**config.mk**
```make
export PLATFORM = sky130hd
export DESIGN_NAME = joystick_center_calibrated_mapper_unit
export DESIGN_NICKNAME = d
export VERILOG_FILES = /design/src/hdl/jccm_pkg.sv /design/src/hdl/joystick_center_calibrated_mapper_unit.sv
export SDC_FILE = /design/constraint.sdc
export NUM_CORES = 1
export LEC_CHECK = 0
export ABC_AREA = 1
export BUFFER_PORTS_ARGS = -buffer_cell sky130_fd_sc_hd__buf_2
export CORE_MARGIN = 4
export CORE_UTILIZATION = 64
export CTS_CLUSTER_DIAMETER = 150
export CTS_CLUSTER_SIZE = 25
export DETAILED_ROUTE_END_ITERATION = 8
export GPL_TIMING_DRIVEN = 0
export MAX_ROUTING_LAYER = met4
export PLACE_DENSITY = 0.78
export SLEW_MARGIN = 40
export SYNTH_ARGS = -nofsm -noshare
export SYNTH_HDL_FRONTEND = slang
export SYNTH_SLANG_ARGS = --single-unit
export TNS_END_PERCENT = 1
```
**constraint.sdc**
```tcl
create_clock -name clk -period 10.7 [get_ports clk]
set_input_delay 1.605 -clock clk [delete_from_list [all_inputs] [get_ports clk]]
set_output_delay 1.605 -clock clk [all_outputs]
set_load 0.01 [all_outputs]
```
**src/hdl/jccm_pkg.sv**
```systemverilog
// Shared types, constants and the divider step of the joystick mapper.
// No dependencies; used by joystick_center_calibrated_mapper_unit.
package jccm_pkg;

	localparam int SAMPLE_W    = 12;
	localparam int SAMPLE_MAX  = 4095;
	localparam int POS_W       = 7;
	localparam int CAL_SAMPLES = 20;

	localparam int SUM_W   = $clog2(CAL_SAMPLES * SAMPLE_MAX + 1);
	localparam int CNT_W   = $clog2(CAL_SAMPLES + 1);
	// |(s - a) * 50| <= 4095 * 50
	localparam int NUM_W   = 18;
	localparam int DVD_MAX = (SUM_W > NUM_W) ? SUM_W : NUM_W;
	// two quotient bits per cycle, so the dividend is padded to even width
	localparam int DIV_W    = ((DVD_MAX + 1) / 2) * 2;
	localparam int DIV_ITER = DIV_W / 2;
	localparam int ITER_W   = $clog2(DIV_ITER);
	localparam int V_W      = DIV_W + 2;

	localparam logic [SAMPLE_W-1:0] CENTRE_RST = 12'd2048;
	localparam logic [SAMPLE_W-1:0] X_LOW_RST  = 12'd490;
	localparam logic [SAMPLE_W-1:0] X_HIGH_RST = 12'd3150;
	localparam logic [SAMPLE_W-1:0] Y_LOW_RST  = 12'd530;
	localparam logic [SAMPLE_W-1:0] Y_HIGH_RST = 12'd3590;
	localparam logic [POS_W-1:0]    POS_MID    = 7'd50;
	localparam logic [POS_W-1:0]    POS_MAX    = 7'd99;
	localparam logic [POS_W-1:0]    RISE_LOW   = 7'd50;
	localparam logic [POS_W-1:0]    RISE_HIGH  = 7'd49;

	typedef enum logic [1:0] {
		REG_X_LOW  = 2'd0,
		REG_X_HIGH = 2'd1,
		REG_Y_LOW  = 2'd2,
		REG_Y_HIGH = 2'd3
	} reg_idx_t;

	typedef enum logic [5:0] {
		ST_IDLE = 6'b000001,
		ST_ACC  = 6'b000010,
		ST_CDIV = 6'b000100,
		ST_MSET = 6'b001000,
		ST_MDIV = 6'b010000,
		ST_FIN  = 6'b100000
	} state_t;

	typedef struct packed {
		logic [SAMPLE_W-1:0] rem;
		logic                qbit;
	} div_step_t;

	// one restoring step: shift in a dividend bit, subtract if it fits
	function automatic div_step_t div_step(input logic [SAMPLE_W-1:0] rem,
		input logic dvd_bit, input logic [SAMPLE_W-1:0] den);
		logic [SAMPLE_W:0] trial;
		div_step_t         r;
		trial = {rem, dvd_bit};
		if (trial >= {1'b0, den}) begin
			trial  = trial - {1'b0, den};
			r.qbit = 1'b1;
		end else begin
			r.qbit = 1'b0;
		end
		r.rem = trial[SAMPLE_W-1:0];
		return r;
	endfunction

endpackage

```
**src/hdl/joystick_center_calibrated_mapper_unit.sv**
```systemverilog
// Top level of the joystick mapper: sequencer, shared divider, state.
// Depends on jccm_pkg (constants, state codes, divider step).
//
// Usage:
//   Input channel (in_valid/in_ready) carries one word: operation, x_raw,
//   y_raw. operation = 1 also adds both samples to the centre calibration
//   sums; every CAL_SAMPLES such words the centres are recomputed as the
//   truncated mean, and that word is mapped with the new centres and
//   reports cal_done = 1.
//   Output channel (out_valid/out_ready) returns one word per input word:
//   x_pos, y_pos (0..99, 50 at centre) and cal_done.
//   Config port: cfg_wr_en writes cfg_data into limit register cfg_index
//   (x low, x high, y low, y high) in the same edge; write only when idle.
// Sequencing:
//   One radix-4 restoring divider (two quotient bits per cycle) does all
//   divisions, DIV_ITER = 9 iterations each. A plain word goes from
//   acceptance to out_valid through two map setups, two divisions and the
//   finish cycle; a calibration word adds an accumulate step first, and a
//   word that completes calibration also runs two centre divisions.
//   Words are processed one at a time; in_ready returns the cycle after the
//   finish cycle, so a word is taken only after the previous result is registered.
//   The result sits in an output register, so the next word is accepted
//   while the previous result still waits; if it still waits when the next
//   result is ready, the finish cycle holds until the output register frees up.
// Reset:
//   arst_n clears the sequencer, sums and count, sets both centres to 2048
//   and the limits to 490/3150 (x) and 530/3590 (y).
module joystick_center_calibrated_mapper_unit (
	input  logic                          clk,
	input  logic                          arst_n,
	input  logic                          in_valid,
	output logic                          in_ready,
	input  logic                          operation,
	input  logic [jccm_pkg::SAMPLE_W-1:0] x_raw,
	input  logic [jccm_pkg::SAMPLE_W-1:0] y_raw,
	output logic                          out_valid,
	input  logic                          out_ready,
	output logic [jccm_pkg::POS_W-1:0]    x_pos,
	output logic [jccm_pkg::POS_W-1:0]    y_pos,
	output logic                          cal_done,
	input  logic                          cfg_wr_en,
	input  logic [1:0]                    cfg_index,
	input  logic [jccm_pkg::SAMPLE_W-1:0] cfg_data
);

	localparam int SW = jccm_pkg::SAMPLE_W;
	localparam int DW = jccm_pkg::DIV_W;

	jccm_pkg::state_t state_q;

	// limit registers
	logic [SW-1:0] x_low_q, x_high_q, y_low_q, y_high_q;

	// calibration state
	logic [SW-1:0]                  x_centre_q, y_centre_q;
	logic [jccm_pkg::SUM_W-1:0]     x_sum_q, y_sum_q;
	logic [jccm_pkg::CNT_W-1:0]     cnt_q;

	// current word
	logic [SW-1:0] xs_q, ys_q;
	logic          axis_q;   // 0 = x, 1 = y
	logic          done_q;

	// divider
	logic [DW-1:0]               dq_q;   // dividend out at top, quotient in at bottom
	logic [SW-1:0]               rem_q;
	logic [SW-1:0]               den_q;
	logic [jccm_pkg::ITER_W-1:0] iter_q;
	logic                        neg_q;  // map quotient sign
	logic                        zero_q; // zero span
	logic                        above_q;

	logic [jccm_pkg::POS_W-1:0] x_res_q, y_res_q;

	// output register
	logic                       out_valid_q;
	logic [jccm_pkg::POS_W-1:0] x_pos_q, y_pos_q;
	logic                       cal_done_q;

	// ---------------- divider datapath: two steps per cycle ----------------
	jccm_pkg::div_step_t st1, st2;
	logic [DW-1:0]       dq_nxt;
	logic                div_last;

	always_comb begin
		st1      = jccm_pkg::div_step(rem_q, dq_q[DW-1], den_q);
		st2      = jccm_pkg::div_step(st1.rem, dq_q[DW-2], den_q);
		dq_nxt   = {dq_q[DW-3:0], st1.qbit, st2.qbit};
		div_last = (iter_q == jccm_pkg::ITER_W'(jccm_pkg::DIV_ITER - 1));
	end

	// ---------------- map setup: segment choice, numerator, span -----------
	logic [SW-1:0]                s_sel, lo_sel, hi_sel, c_sel, a_sel, b_sel;
	logic [jccm_pkg::POS_W-1:0]   rise;
	logic signed [SW:0]           diff, span;
	logic signed [SW+jccm_pkg::POS_W+1:0] prod;
	logic [SW+jccm_pkg::POS_W+1:0] prod_mag;
	logic [SW:0]                  span_mag;
	logic                         above;

	always_comb begin
		s_sel  = axis_q ? ys_q       : xs_q;
		lo_sel = axis_q ? y_low_q    : x_low_q;
		hi_sel = axis_q ? y_high_q   : x_high_q;
		c_sel  = axis_q ? y_centre_q : x_centre_q;
		above  = (s_sel > c_sel);
		a_sel  = above ? c_sel  : lo_sel;
		b_sel  = above ? hi_sel : c_sel;
		rise   = above ? jccm_pkg::RISE_HIGH : jccm_pkg::RISE_LOW;
		diff   = $signed({1'b0, s_sel}) - $signed({1'b0, a_sel});
		span   = $signed({1'b0, b_sel}) - $signed({1'b0, a_sel});
		prod   = diff * $signed({1'b0, rise});
		prod_mag = prod[SW+jccm_pkg::POS_W+1] ? 
			(SW+jccm_pkg::POS_W+2)'(-prod) : prod;
		span_mag = span[SW] ? (SW+1)'(-span) : span;
	end

	// ---------------- map finish: sign, offset, clamp ----------------------
	logic signed [jccm_pkg::V_W-1:0] q_s, v;
	logic [jccm_pkg::POS_W-1:0]      pos_new;

	always_comb begin
		q_s = $signed({2'b00, dq_nxt});
		if (neg_q) begin
			q_s = -q_s;
		end
		v = q_s + $signed(jccm_pkg::V_W'(above_q ? jccm_pkg::POS_MID : 7'd0));
		if (zero_q || v[jccm_pkg::V_W-1]) begin
			pos_new = '0;   // zero span or a negative value, clamped to 0
		end else if (v > $signed(jccm_pkg::V_W'(jccm_pkg::POS_MAX))) begin
			pos_new = jccm_pkg::POS_MAX;
		end else begin
			pos_new = v[jccm_pkg::POS_W-1:0];
		end
	end

	// ---------------- calibration accumulate -------------------------------
	logic [jccm_pkg::SUM_W-1:0] x_sum_add, y_sum_add;
	logic [jccm_pkg::CNT_W-1:0] cnt_add;
	logic                       cal_full;

	always_comb begin
		x_sum_add = x_sum_q + jccm_pkg::SUM_W'(xs_q);
		y_sum_add = y_sum_q + jccm_pkg::SUM_W'(ys_q);
		cnt_add   = cnt_q + 1'b1;
		cal_full  = (cnt_add == jccm_pkg::CNT_W'(jccm_pkg::CAL_SAMPLES));
	end

	logic out_free;
	logic fin_go;
	assign out_free = !out_valid_q || out_ready;
	assign fin_go   = (state_q == jccm_pkg::ST_FIN) && out_free;

	// ---------------- config registers -------------------------------------
	always_ff @(posedge clk or negedge arst_n) begin
		if (!arst_n) begin
			x_low_q  <= jccm_pkg::X_LOW_RST;
			x_high_q <= jccm_pkg::X_HIGH_RST;
			y_low_q  <= jccm_pkg::Y_LOW_RST;
			y_high_q <= jccm_pkg::Y_HIGH_RST;
		end else if (cfg_wr_en) begin
			case (cfg_index)
				jccm_pkg::REG_X_LOW:  x_low_q  <= cfg_data;
				jccm_pkg::REG_X_HIGH: x_high_q <= cfg_data;
				jccm_pkg::REG_Y_LOW:  y_low_q  <= cfg_data;
				jccm_pkg::REG_Y_HIGH: y_high_q <= cfg_data;
				default: ;
			endcase
		end
	end

	// ---------------- output register --------------------------------------
	always_ff @(posedge clk or negedge arst_n) begin
		if (!arst_n) begin
			out_valid_q <= 1'b0;
			x_pos_q     <= '0;
			y_pos_q     <= '0;
			cal_done_q  <= 1'b0;
		end else if (fin_go) begin
			out_valid_q <= 1'b1;
			x_pos_q     <= x_res_q;
			y_pos_q     <= y_res_q;
			cal_done_q  <= done_q;
		end else if (out_ready) begin
			out_valid_q <= 1'b0;
		end
	end

	// ---------------- sequencer and state ----------------------------------
	always_ff @(posedge clk or negedge arst_n) begin
		if (!arst_n) begin
			state_q     <= jccm_pkg::ST_IDLE;
			x_centre_q  <= jccm_pkg::CENTRE_RST;
			y_centre_q  <= jccm_pkg::CENTRE_RST;
			x_sum_q     <= '0;
			y_sum_q     <= '0;
			cnt_q       <= '0;
			xs_q        <= '0;
			ys_q        <= '0;
			axis_q      <= 1'b0;
			done_q      <= 1'b0;
			dq_q        <= '0;
			rem_q       <= '0;
			den_q       <= '0;
			iter_q      <= '0;
			neg_q       <= 1'b0;
			zero_q      <= 1'b0;
			above_q     <= 1'b0;
			x_res_q     <= '0;
			y_res_q     <= '0;
		end else begin
			case (state_q)
				jccm_pkg::ST_IDLE: begin
					if (in_valid) begin
						xs_q    <= x_raw;
						ys_q    <= y_raw;
						axis_q  <= 1'b0;
						done_q  <= 1'b0;
						state_q <= operation ? jccm_pkg::ST_ACC : jccm_pkg::ST_MSET;
					end
				end
				jccm_pkg::ST_ACC: begin
					if (cal_full) begin
						// centre = sum / CAL_SAMPLES on the shared divider
						dq_q    <= DW'(x_sum_add);
						rem_q   <= '0;
						den_q   <= SW'(jccm_pkg::CAL_SAMPLES);
						iter_q  <= '0;
						state_q <= jccm_pkg::ST_CDIV;
					end else begin
						state_q <= jccm_pkg::ST_MSET;
					end
					x_sum_q <= x_sum_add;
					y_sum_q <= y_sum_add;
					cnt_q   <= cnt_add;
				end
				jccm_pkg::ST_CDIV: begin
					if (div_last) begin
						iter_q <= '0;
						if (!axis_q) begin
							x_centre_q <= dq_nxt[SW-1:0];
							axis_q     <= 1'b1;
							dq_q       <= DW'(y_sum_q);
							rem_q      <= '0;
						end else begin
							y_centre_q <= dq_nxt[SW-1:0];
							x_sum_q    <= '0;
							y_sum_q    <= '0;
							cnt_q      <= '0;
							done_q     <= 1'b1;
							axis_q     <= 1'b0;
							state_q    <= jccm_pkg::ST_MSET;
						end
					end else begin
						dq_q   <= dq_nxt;
						rem_q  <= st2.rem;
						iter_q <= iter_q + 1'b1;
					end
				end
				jccm_pkg::ST_MSET: begin
					dq_q    <= DW'(prod_mag[jccm_pkg::NUM_W-1:0]);
					rem_q   <= '0;
					den_q   <= span_mag[SW-1:0];
					neg_q   <= prod[SW+jccm_pkg::POS_W+1] ^ span[SW];
					zero_q  <= (span == '0);
					above_q <= above;
					iter_q  <= '0;
					state_q <= jccm_pkg::ST_MDIV;
				end
				jccm_pkg::ST_MDIV: begin
					if (div_last) begin
						iter_q <= '0;
						if (!axis_q) begin
							x_res_q <= pos_new;
							axis_q  <= 1'b1;
							state_q <= jccm_pkg::ST_MSET;
						end else begin
							y_res_q <= pos_new;
							state_q <= jccm_pkg::ST_FIN;
						end
					end else begin
						dq_q   <= dq_nxt;
						rem_q  <= st2.rem;
						iter_q <= iter_q + 1'b1;
					end
				end
				jccm_pkg::ST_FIN: begin
					if (out_free) begin
						state_q <= jccm_pkg::ST_IDLE;
					end
				end
				default: state_q <= jccm_pkg::ST_IDLE;
			endcase
		end
	end

	assign in_ready  = (state_q == jccm_pkg::ST_IDLE);
	assign out_valid = out_valid_q;
	assign x_pos     = x_pos_q;
	assign y_pos     = y_pos_q;
	assign cal_done  = cal_done_q;

	// ---------------- assertions --------------------------------------------
	a_pos_range: assert property (@(posedge clk) disable iff (!arst_n)
		out_valid |-> (x_pos <= jccm_pkg::POS_MAX && y_pos <= jccm_pkg::POS_MAX))
		else $error("mapped position above 99");

	a_cnt_below: assert property (@(posedge clk) disable iff (!arst_n)
		state_q == jccm_pkg::ST_IDLE |->
			cnt_q < jccm_pkg::CNT_W'(jccm_pkg::CAL_SAMPLES))
		else $error("calibration count not wrapped at set size");

	a_onehot: assert property (@(posedge clk) disable iff (!arst_n)
		$onehot(state_q))
		else $error("sequencer state not one-hot");

	a_map_sums: assert property (@(posedge clk) disable iff (!arst_n)
		(in_valid && in_ready && !operation) |=> ##1 $stable(cnt_q))
		else $error("map-only word touched calibration count");

endmodule

```
==> results.py, run 1 <==
metrics = {
    "floorplanning": {
        "rows": 59,
        "die_area_um2": 29600,
        "die_w_um": 172,
        "start_util": 0.655,
        "die_h_um": 172,
        "pin_count": 61,
        "core_um2": 26300,
    },
    "layout": {
        "syn_to_final_growth_pct": 6.78,
        "regMostFlops": "dq_q",
        "final_cell_mix": "nand2_1, inv_1, dfrtp_1",
        "largestRegisters": "dq_q: 18 flops, x_sum_q: 17 flops, y_sum_q: 17 flops",
        "nets": 2556,
        "final_util": 0.699,
        "diodes": 0,
        "drive_above_1_share": 0.113,
        "largest_reg_flops": 18,
        "layout_commonest_cell": "nand2_1",
    },
    "placement": {
        "gp_congestion": 0.973,
        "portBuffers": 60,
        "post-dp-hpwl_mm": 37.7,
    },
    "timing": {
        "period_minus_slack_ns": 9.58,
        "finalSetupViolCount": 0,
        "final.period_utilization": 0.895,
        "skew_ns": 0.0247,
        "drv_slew": 0,
        "hold_viol": 0,
        "rsz0062_at_grt": "false",
        "fin_hold_ws_ns": 0.484,
        "fmax_ghz": 0.104,
        "max-slew-margin-rel": 0.485,
        "tightest_slew_ns": 0.764,
    },
    "synthesis": {
        "synthCells": 2279,
        "async_flop_share": 1.00,
        "synth_edf_count": 0,
        "ys.flop_type": "dfrtp_1",
        "yosysSeqAreaShare": 0.324,
        "netlist_area_um2": 17200,
        "netlist_top_cells_area": "dfrtp_1, nand2_1, ha_1",
        "synth_top_area_share": 0.289,
        "synth_cell_types": 68,
        "synth_warnings": 0,
        "synth_area_per_cell_um2": 7.55,
        "ys_seq_elements": 222,
        "synth_top_area_cell": "dfrtp_1",
    },
    "clocking": {
        "clk_pin_slew_ns": 0.10,
        "h-tree-depth": 1,
        "cts_tree": "yes",
        "cts.sinks": 222,
        "ctsHoldBuffers": 0,
        "clkLatencyLatePin_ns": 0.49,
        "clock_path_buffers": 3,
        "root_buffer": "clkbuf_16",
        "cts_buffers": 12,
        "postCtsSetupBuffers": 0,
    },
    "drt": {
        "via_per_inst": 5.77,
        "drtPass1Iterations": 6,
        "postRouteAntennaNets": 0,
        "vias": 15544,
        "drc": 0,
        "drt-total-wl_mm": 46.4,
        "drt-initial-drc-count": 1441,
        "detail_route.wl_per_cell_um": 17.2,
    },
    "critical_path": {
        "endpoint_kind": "flip-flop",
        "critPathLaunchType": "flip-flop",
        "cp_max_fo": 28,
        "crit_arrival_ns": 9.94,
        "max_stage_delay_ns": 0.60,
        "crit_type": "flip-flop to flip-flop",
        "cpMaxStageDelayCell": "clkbuf_1",
        "required_ns": 11.06,
    },
    "global_route": {
        "antenna_found_initial": 0,
        "grt_pass1_vias": 14947,
        "grtUsageTotal": 0.325,
        "grt_max_degree": 64,
        "grt_pass1_wl_mm": 75.1,
        "overflow": 0,
    },
    "worst_hold_path": {
        "min_path_type": "flip-flop to flip-flop",
    },
    "run": {
        "cap_violations": 0,
    },
    "status": {
        "status": "finished clean",
    },
}
worst max-delay path: cells and delay by family, from the launching register on:
family / cells / cell delay (ns)
AO/OA/AOI/OAI: 9 / 2.04
XOR/XNOR: 1 / 0.32
adder cells (fa/ha/maj): 8 / 2.71
buffers and inverters: 14 / 2.31
flip-flops: 1 / 0.47
AND/OR/NAND/NOR: 15 / 1.57
worst paths after layout:
check                                start     endpoint  slack, ns  cells after the start
worst min register to register  x_res_q[1]   x_res_q[1]       0.48                      2
worst max-delay path                axis_q     dq_q[10]       1.12                     47
worst max register to register      axis_q     dq_q[10]       1.12                     47
max in group asynchronous           arst_n  x_high_q[1]       8.35                      4
worst min-delay path            x_res_q[1]   x_res_q[1]       0.48                      2
min in group asynchronous           arst_n     rem_q[5]       1.01                      1
cell usage after synthesis (8+ instances only):
master and number:
a31oi_1 11, nand3_2 10, nand3_1 138, mux2_2 26
o21ai_1 19, ha_1 132, dfrtp_1 199, fa_1 27
nand4_1 23, inv_2 17, clkbuf_1 39, inv_1 334
o21ai_0 196, buf_1 10, nand2_2 32, nand2_1 487
nor2_2 12, o22ai_1 25, o211ai_1 11, o31ai_1 11
dfstp_2 23, xnor2_1 22, xor2_1 65, nor3_1 30
nor2_1 147, or2_2 15, o21bai_1 11, a21oi_1 84
a22oi_1 8
cells by family after synthesis:
logic type,after synthesis,share of synthesized area
muxes,31,0.0199
buffers and inverters,418,0.0940
xor gates and xnor gates,89,0.0462
other,1,0.000218
AOI/OAI and AO/OA,427,0.146
adders and majority gates,159,0.127
DFF,222,0.324
and+or+nand+nor,932,0.242
what timing repair did:
item | in CTS | in global routing
pin swaps | 0 | 0
hold endpoints to repair | 0 | 0
setup endpoints to repair | 18 | 18
resized for setup | 1 | 3
area by class of cell:
class	count	area, um^2
fill	2248	7900
multi-input combinational	1640	10000
tap	335	419
sequential	222	5580
inverter	359	1350
clock buffer	19	348
clock inverter	1	5.00
timing repair buffer	63	393
buffer	55	254
stage by stage:
step / instance area [um^2] / std cells / setup WS (ns) / TNS, ns
5_1_grt: 18400 / 2694 / 0.452 / 0
6_report: 18400 / 2694 / 1.12 / 0
4_1_cts: 18400 / 2696 / 0.253 / 0
3_5_place_dp: 18000 / 2678 / -0.863 / -14.12
2_1_floorplan: 17200 / 2280 / 2.10 / 0
3_3_place_gp: 17900 / 2675 / -0.783 / -12.84
layer usage:
layer / part of all wire / global-route usage / up-vias / routed length (um)
li1: - / - / 7599 / -
met1: 0.42 / 0.424 / 7323 / 19600
met2: 0.47 / 0.533 / 519 / 22000
met3: 0.066 / 0.0409 / 103 / 3080
met4: 0.037 / 0.105 / 0 / 1720
met5: 0 / - / - / 0
Power of run 1 is left out: the tool's default activity adds up to more than one toggle a clock period on the data nets, which glitch-free logic cannot reach.
==> inputs of run 2 (changes only) <==
--- a/config.mk
+++ b/config.mk
@@ -14,7 +14,7 @@
 export DETAILED_ROUTE_END_ITERATION = 8
 export GPL_TIMING_DRIVEN = 0
 export MAX_ROUTING_LAYER = met4
-export PLACE_DENSITY = 0.78
+export PLACE_DENSITY = 0.89
 export SLEW_MARGIN = 40
 export SYNTH_ARGS = -nofsm -noshare
 export SYNTH_HDL_FRONTEND = slang
==> run 2 against run 1 <==
Wire length rose by 2.4%. Sequential cell count did not move. Count of clock-buffer cells in the layout did not move. Worst setup slack got worse by 0.35 ns. Non-clock buffer count rose by 1. Sequential share of layout area barely moved. Global-route usage rose by 0.56 points. Clock skew fell by 0.0052 ns. Register-to-register slack got worse by 0.35 ns. Worst hold slack improved by 0.0048 ns.
==> results.py, run 2 (synthesized netlist as in run 1, its figures left out) <==
metrics = {
    "placement": {
        "place_inst": 2678,
        "dp_slack_ns": -0.527,
        "gp_congestion": 1.02,
        "placed_area_um2": 18000,
        "portBuffers": 60,
        "post-dp-hpwl_mm": 38.2,
    },
    "layout": {
        "multi_input_area_um2": 10000,
        "largestRegisters": "dq_q: 18 flops, x_sum_q: 17 flops, y_sum_q: 17 flops",
        "final_cell_mix": "nand2_1, inv_1, dfrtp_1",
        "layout_commonest_cell": "nand2_1",
        "diodes": 0,
        "register_area_um2": 5580,
        "fin_area_um2": 18400,
        "fillCellCount": 2140,
        "syn_to_final_growth_pct": 6.77,
        "regMostFlops": "dq_q",
        "drive_above_1_share": 0.112,
        "largest_reg_flops": 18,
        "nets": 2557,
        "fin_cells": 2695,
    },
    "critical_path": {
        "critPathLaunchType": "flip-flop",
        "path_delay_family": "adder cells",
        "max_stage_delay_ns": 0.53,
        "r2r_slack_ns": 0.77,
        "crit_cells": 45,
        "reg2reg_depth": 45,
        "path_buf_inv": 13,
        "endpoint_kind": "flip-flop",
        "crit_type": "flip-flop to flip-flop",
        "cp_max_fo": 28,
        "required_ns": 11.11,
        "crit_arrival_ns": 10.34,
        "cpMaxStageDelayCell": "fa_1",
    },
    "global_route": {
        "grt_max_degree": 62,
        "grtUsageTotal": 0.331,
        "grt_pass1_wl_mm": 76.8,
        "overflow": 0,
        "antenna_found_initial": 0,
        "grt_pass1_vias": 15283,
    },
    "floorplanning": {
        "die_area_um2": 29600,
        "start_util": 0.655,
        "core_um2": 26300,
        "die_h_um": 172,
        "pin_count": 61,
        "rows": 59,
        "die_w_um": 172,
    },
    "worst_hold_path": {
        "holdPathStages": 2,
        "min_path_type": "flip-flop to flip-flop",
    },
    "drt": {
        "postRouteAntennaNets": 0,
        "drt-initial-drc-count": 1808,
        "vias": 15905,
        "drtPass1Iterations": 6,
        "drt-total-wl_mm": 47.5,
        "via_per_inst": 5.90,
        "drc": 0,
        "detail_route.wl_per_cell_um": 17.6,
    },
    "clocking": {
        "postCtsSetupBuffers": 0,
        "root_buffer": "clkbuf_16",
        "clkLatencyLatePin_ns": 0.49,
        "clock_path_buffers": 3,
        "cts_buffers": 12,
        "h-tree-depth": 1,
        "clk_pin_slew_ns": 0.11,
        "cts_tree": "yes",
        "cts.sinks": 222,
    },
    "timing": {
        "hold_viol": 0,
        "final.period_utilization": 0.928,
        "skew_ns": 0.0195,
        "rsz0062_at_grt": "false",
        "tightest_slew_ns": 0.916,
        "period_minus_slack_ns": 9.93,
        "max-slew-margin-rel": 0.383,
        "finalSetupTns_ns": 0,
        "drv_slew": 0,
        "layout_setup_ws_ns": 0.772,
        "finalSetupViolCount": 0,
        "fmax_ghz": 0.101,
    },
    "run": {
        "cap_violations": 0,
    },
    "status": {
        "status": "finished clean",
    },
}
==> run 2: cell count changes in the layout (fill, tap and decap cells not counted) <==
cell       delta
clkbuf_1      +1
buf_1         +1
clkbuf_2      -1
o21ai_0       +4
nor4_1        +1
nor4_2        -1
o21ai_1       -4
a2111oi_1     +1
a2111oi_0     -1
==> run 2: final timing paths <==
path / startpoint / to
setup / recovery: axis_q / dq_q[2]
hold / removal: x_res_q[0] / x_res_q[0]
setup reg to reg: axis_q / dq_q[2]
hold reg to reg: x_res_q[0] / x_res_q[0]
max in group asynchronous: arst_n / x_low_q[5]
min in group asynchronous: arst_n / rem_q[7]
==> run 2: repair_timing <==
item                       CTS  global route
setup endpoints to repair   18            18
pin swaps                    0             0
resized for setup            1             1
hold buffers                 0             0
==> run 2: worst register-to-register path: cells and delay by family, from the launching register on <==
kind / cells / cell delay, ns
buffers and inverters: 13 / 2.55
DFF: 1 / 0.47
and+or+nand+nor: 13 / 1.35
AOI/OAI and AO/OA: 10 / 2.37
adders and majority gates: 8 / 2.79
xor gates and xnor gates: 1 / 0.32
==> run 2: layout make-up <==
| type | instances | area share |
|---|---|---|
| flip-flops and latches | 222 | 0.304 |
| well taps | 335 | 0.0228 |
| clock inverters | 1 | 0.000272 |
| clock buffers | 19 | 0.0189 |
| plain buffers | 56 | 0.0140 |
| inverters | 359 | 0.0735 |
| repair buffers | 63 | 0.0214 |
| multi-input cells | 1640 | 0.545 |
==> run 2: per-layer routing <==
layer / track usage / routed length, um / vias up
li1: - / - / 7587
met4: 0.117 / 1920 / 0
met5: - / 0 / -
met1: 0.431 / 19600 / 7474
met2: 0.530 / 22300 / 702
met3: 0.0524 / 3730 / 142
==> run 2: stage by stage <==
stage	util	hold WS (ns)
5_1_grt	0.699	0.514
4_1_cts	0.699	0.490
2_1_floorplan	-	0.445
6_report	0.699	0.489
3_3_place_gp	0.682	0.458
3_5_place_dp	0.686	0.465
Power of run 2 is left out for the same reason.
==> inputs of run 3 (changes only) <==
--- a/config.mk
+++ b/config.mk
@@ -7,14 +7,16 @@
 export LEC_CHECK = 0
 export ABC_AREA = 1
 export BUFFER_PORTS_ARGS = -buffer_cell sky130_fd_sc_hd__buf_2
+export CELL_PAD_IN_SITES_DETAIL_PLACEMENT = 1
+export CELL_PAD_IN_SITES_GLOBAL_PLACEMENT = 1
 export CORE_MARGIN = 4
-export CORE_UTILIZATION = 64
+export CORE_UTILIZATION = 23
 export CTS_CLUSTER_DIAMETER = 150
 export CTS_CLUSTER_SIZE = 25
 export DETAILED_ROUTE_END_ITERATION = 8
 export GPL_TIMING_DRIVEN = 0
 export MAX_ROUTING_LAYER = met4
-export PLACE_DENSITY = 0.89
+export PLACE_DENSITY = 0.52
 export SLEW_MARGIN = 40
 export SYNTH_ARGS = -nofsm -noshare
 export SYNTH_HDL_FRONTEND = slang
==> run 3 against run 2 <==
First-iteration DRC count is 60% lower. Final cell count is 24% higher. Non-clock buffer count is 1 lower.
==> results.py, run 3 (synthesized netlist as in run 1, its figures left out) <==
metrics = {
    "clocking": {
        "clkLatencyLatePin_ns": 0.51,
        "postCtsSetupBuffers": 0,
        "clk_pin_slew_ns": 0.12,
        "cts.sinks": 222,
        "cts_tree": "yes",
        "cts_buffers": 13,
        "root_buffer": "clkbuf_16",
        "ctsHoldBuffers": 0,
        "h-tree-depth": 1,
        "clock_path_buffers": 3,
    },
    "critical_path": {
        "max_stage_delay_ns": 0.69,
        "required_ns": 11.07,
        "crit_type": "flip-flop to flip-flop",
        "crit_arrival_ns": 10.07,
        "cpMaxStageDelayCell": "o21ai_0",
        "cp_max_fo": 28,
        "critPathLaunchType": "flip-flop",
        "endpoint_kind": "flip-flop",
    },
    "drt": {
        "drtPass1Iterations": 5,
        "via_per_inst": 4.60,
        "drt-total-wl_mm": 60.4,
        "postRouteAntennaNets": 0,
        "vias": 15318,
        "drt-initial-drc-count": 727,
        "detail_route.wl_per_cell_um": 18.1,
        "dr.max_layer_used": "met4",
        "drt-met1-wl_mm": 29.0,
        "drc": 0,
        "wl_met3_mm": 1.46,
        "dr_wl_met2_mm": 28.8,
    },
    "timing": {
        "max-slew-margin-rel": 0.438,
        "finalSetupViolCount": 0,
        "period_minus_slack_ns": 9.69,
        "fin_hold_ws_ns": 0.487,
        "tightest_slew_ns": 0.840,
        "final.period_utilization": 0.906,
        "fmax_ghz": 0.103,
        "drv_slew": 0,
        "hold_viol": 0,
        "rsz0062_at_grt": "false",
        "finalSetupTns_ns": 0,
        "skew_ns": 0.0320,
        "layout_setup_ws_ns": 1.01,
    },
    "layout": {
        "syn_to_final_growth_pct": 11.7,
        "final_cell_mix": "nand2_1, inv_1, dfrtp_1",
        "regMostFlops": "dq_q",
        "fillCellCount": 9184,
        "nets": 2557,
        "layout_commonest_cell": "nand2_1",
        "register_area_um2": 5580,
        "diodes": 0,
        "drive_above_1_share": 0.115,
        "largestRegisters": "dq_q: 18 flops, x_sum_q: 17 flops, y_sum_q: 17 flops",
        "fin_cells": 3329,
        "largest_reg_flops": 18,
        "multi_input_area_um2": 10000,
    },
    "global_route": {
        "grt_pass1_wl_mm": 95.2,
        "grt_pass1_vias": 16411,
        "grt_max_degree": 71,
        "overflow": 0,
        "antenna_found_initial": 1,
        "grtUsageTotal": 0.157,
    },
    "placement": {
        "portBuffers": 60,
        "place_inst": 3312,
        "dp_slack_ns": -1.31,
        "gp_congestion": 0.840,
        "post-dp-hpwl_mm": 50.3,
    },
    "run": {
        "cap_violations": 0,
    },
    "floorplanning": {
        "start_util": 0.232,
        "die_h_um": 282,
        "rows": 100,
        "core_um2": 74300,
        "die_w_um": 282,
        "pin_count": 61,
        "die_area_um2": 79300,
    },
    "status": {
        "status": "finished clean",
    },
    "worst_hold_path": {
        "min_path_type": "flip-flop to flip-flop",
    },
}
-- run 3: cell count changes in the layout (fill, tap and decap cells not counted), sizes merged --
cell | before | now
clkbuf | 57 | 56
buf | 81 | 80
inv | 352 | 354
-- run 3: final cells by class --
type	count	area share
Multi-Input combinational cell	1640	0.522
Inverter	359	0.0702
Clock inverter	3	0.00189
Sequential cell	222	0.291
Timing Repair Buffer	63	0.0204
Clock buffer	18	0.0179
Tap cell	969	0.0631
Buffer	55	0.0137
-- run 3: timing repair --
item,4_1_cts,5_1_grt
hold endpoints to repair,0,0
resized for setup,2,7
endpoints found under the setup margin,18,18
-- run 3: path summary, 6_finish.rpt --
kind,start,end,slack [ns],cells past startpoint
max,axis_q,dq_q[4],1.01,45
min,y_res_q[4],y_res_q[4],0.49,2
max reg2reg,axis_q,dq_q[4],1.01,45
min reg2reg,y_res_q[4],y_res_q[4],0.49,2
max in group asynchronous,arst_n,x_low_q[8],8.65,3
min in group asynchronous,arst_n,rem_q[10],0.93,1
-- run 3: critical path: cells and delay by family, from the launching register on --
family,cells,cell delay (ns)
and+or+nand+nor,13,1.39
AOI/OAI and AO/OA,10,2.49
adders and majority gates,8,2.77
xor gates and xnor gates,1,0.37
DFF,1,0.45
buffers and inverters,13,2.07
-- run 3: metal layers --
layer / up-vias / GRT usage
li1: 7590 / -
met1: 7545 / 0.210
met2: 140 / 0.265
met3: 43 / 0.0155
met4: 0 / 0.0248
met5: - / -
-- run 3: metrics by stage --
stage	cell area, um^2	utilization
6_report	19200	0.259
5_1_grt	19200	0.259
4_1_cts	19200	0.258
3_5_place_dp	18800	0.253
3_3_place_gp	18700	0.252
2_1_floorplan	17200	-
Power of run 3 is left out for the same reason.
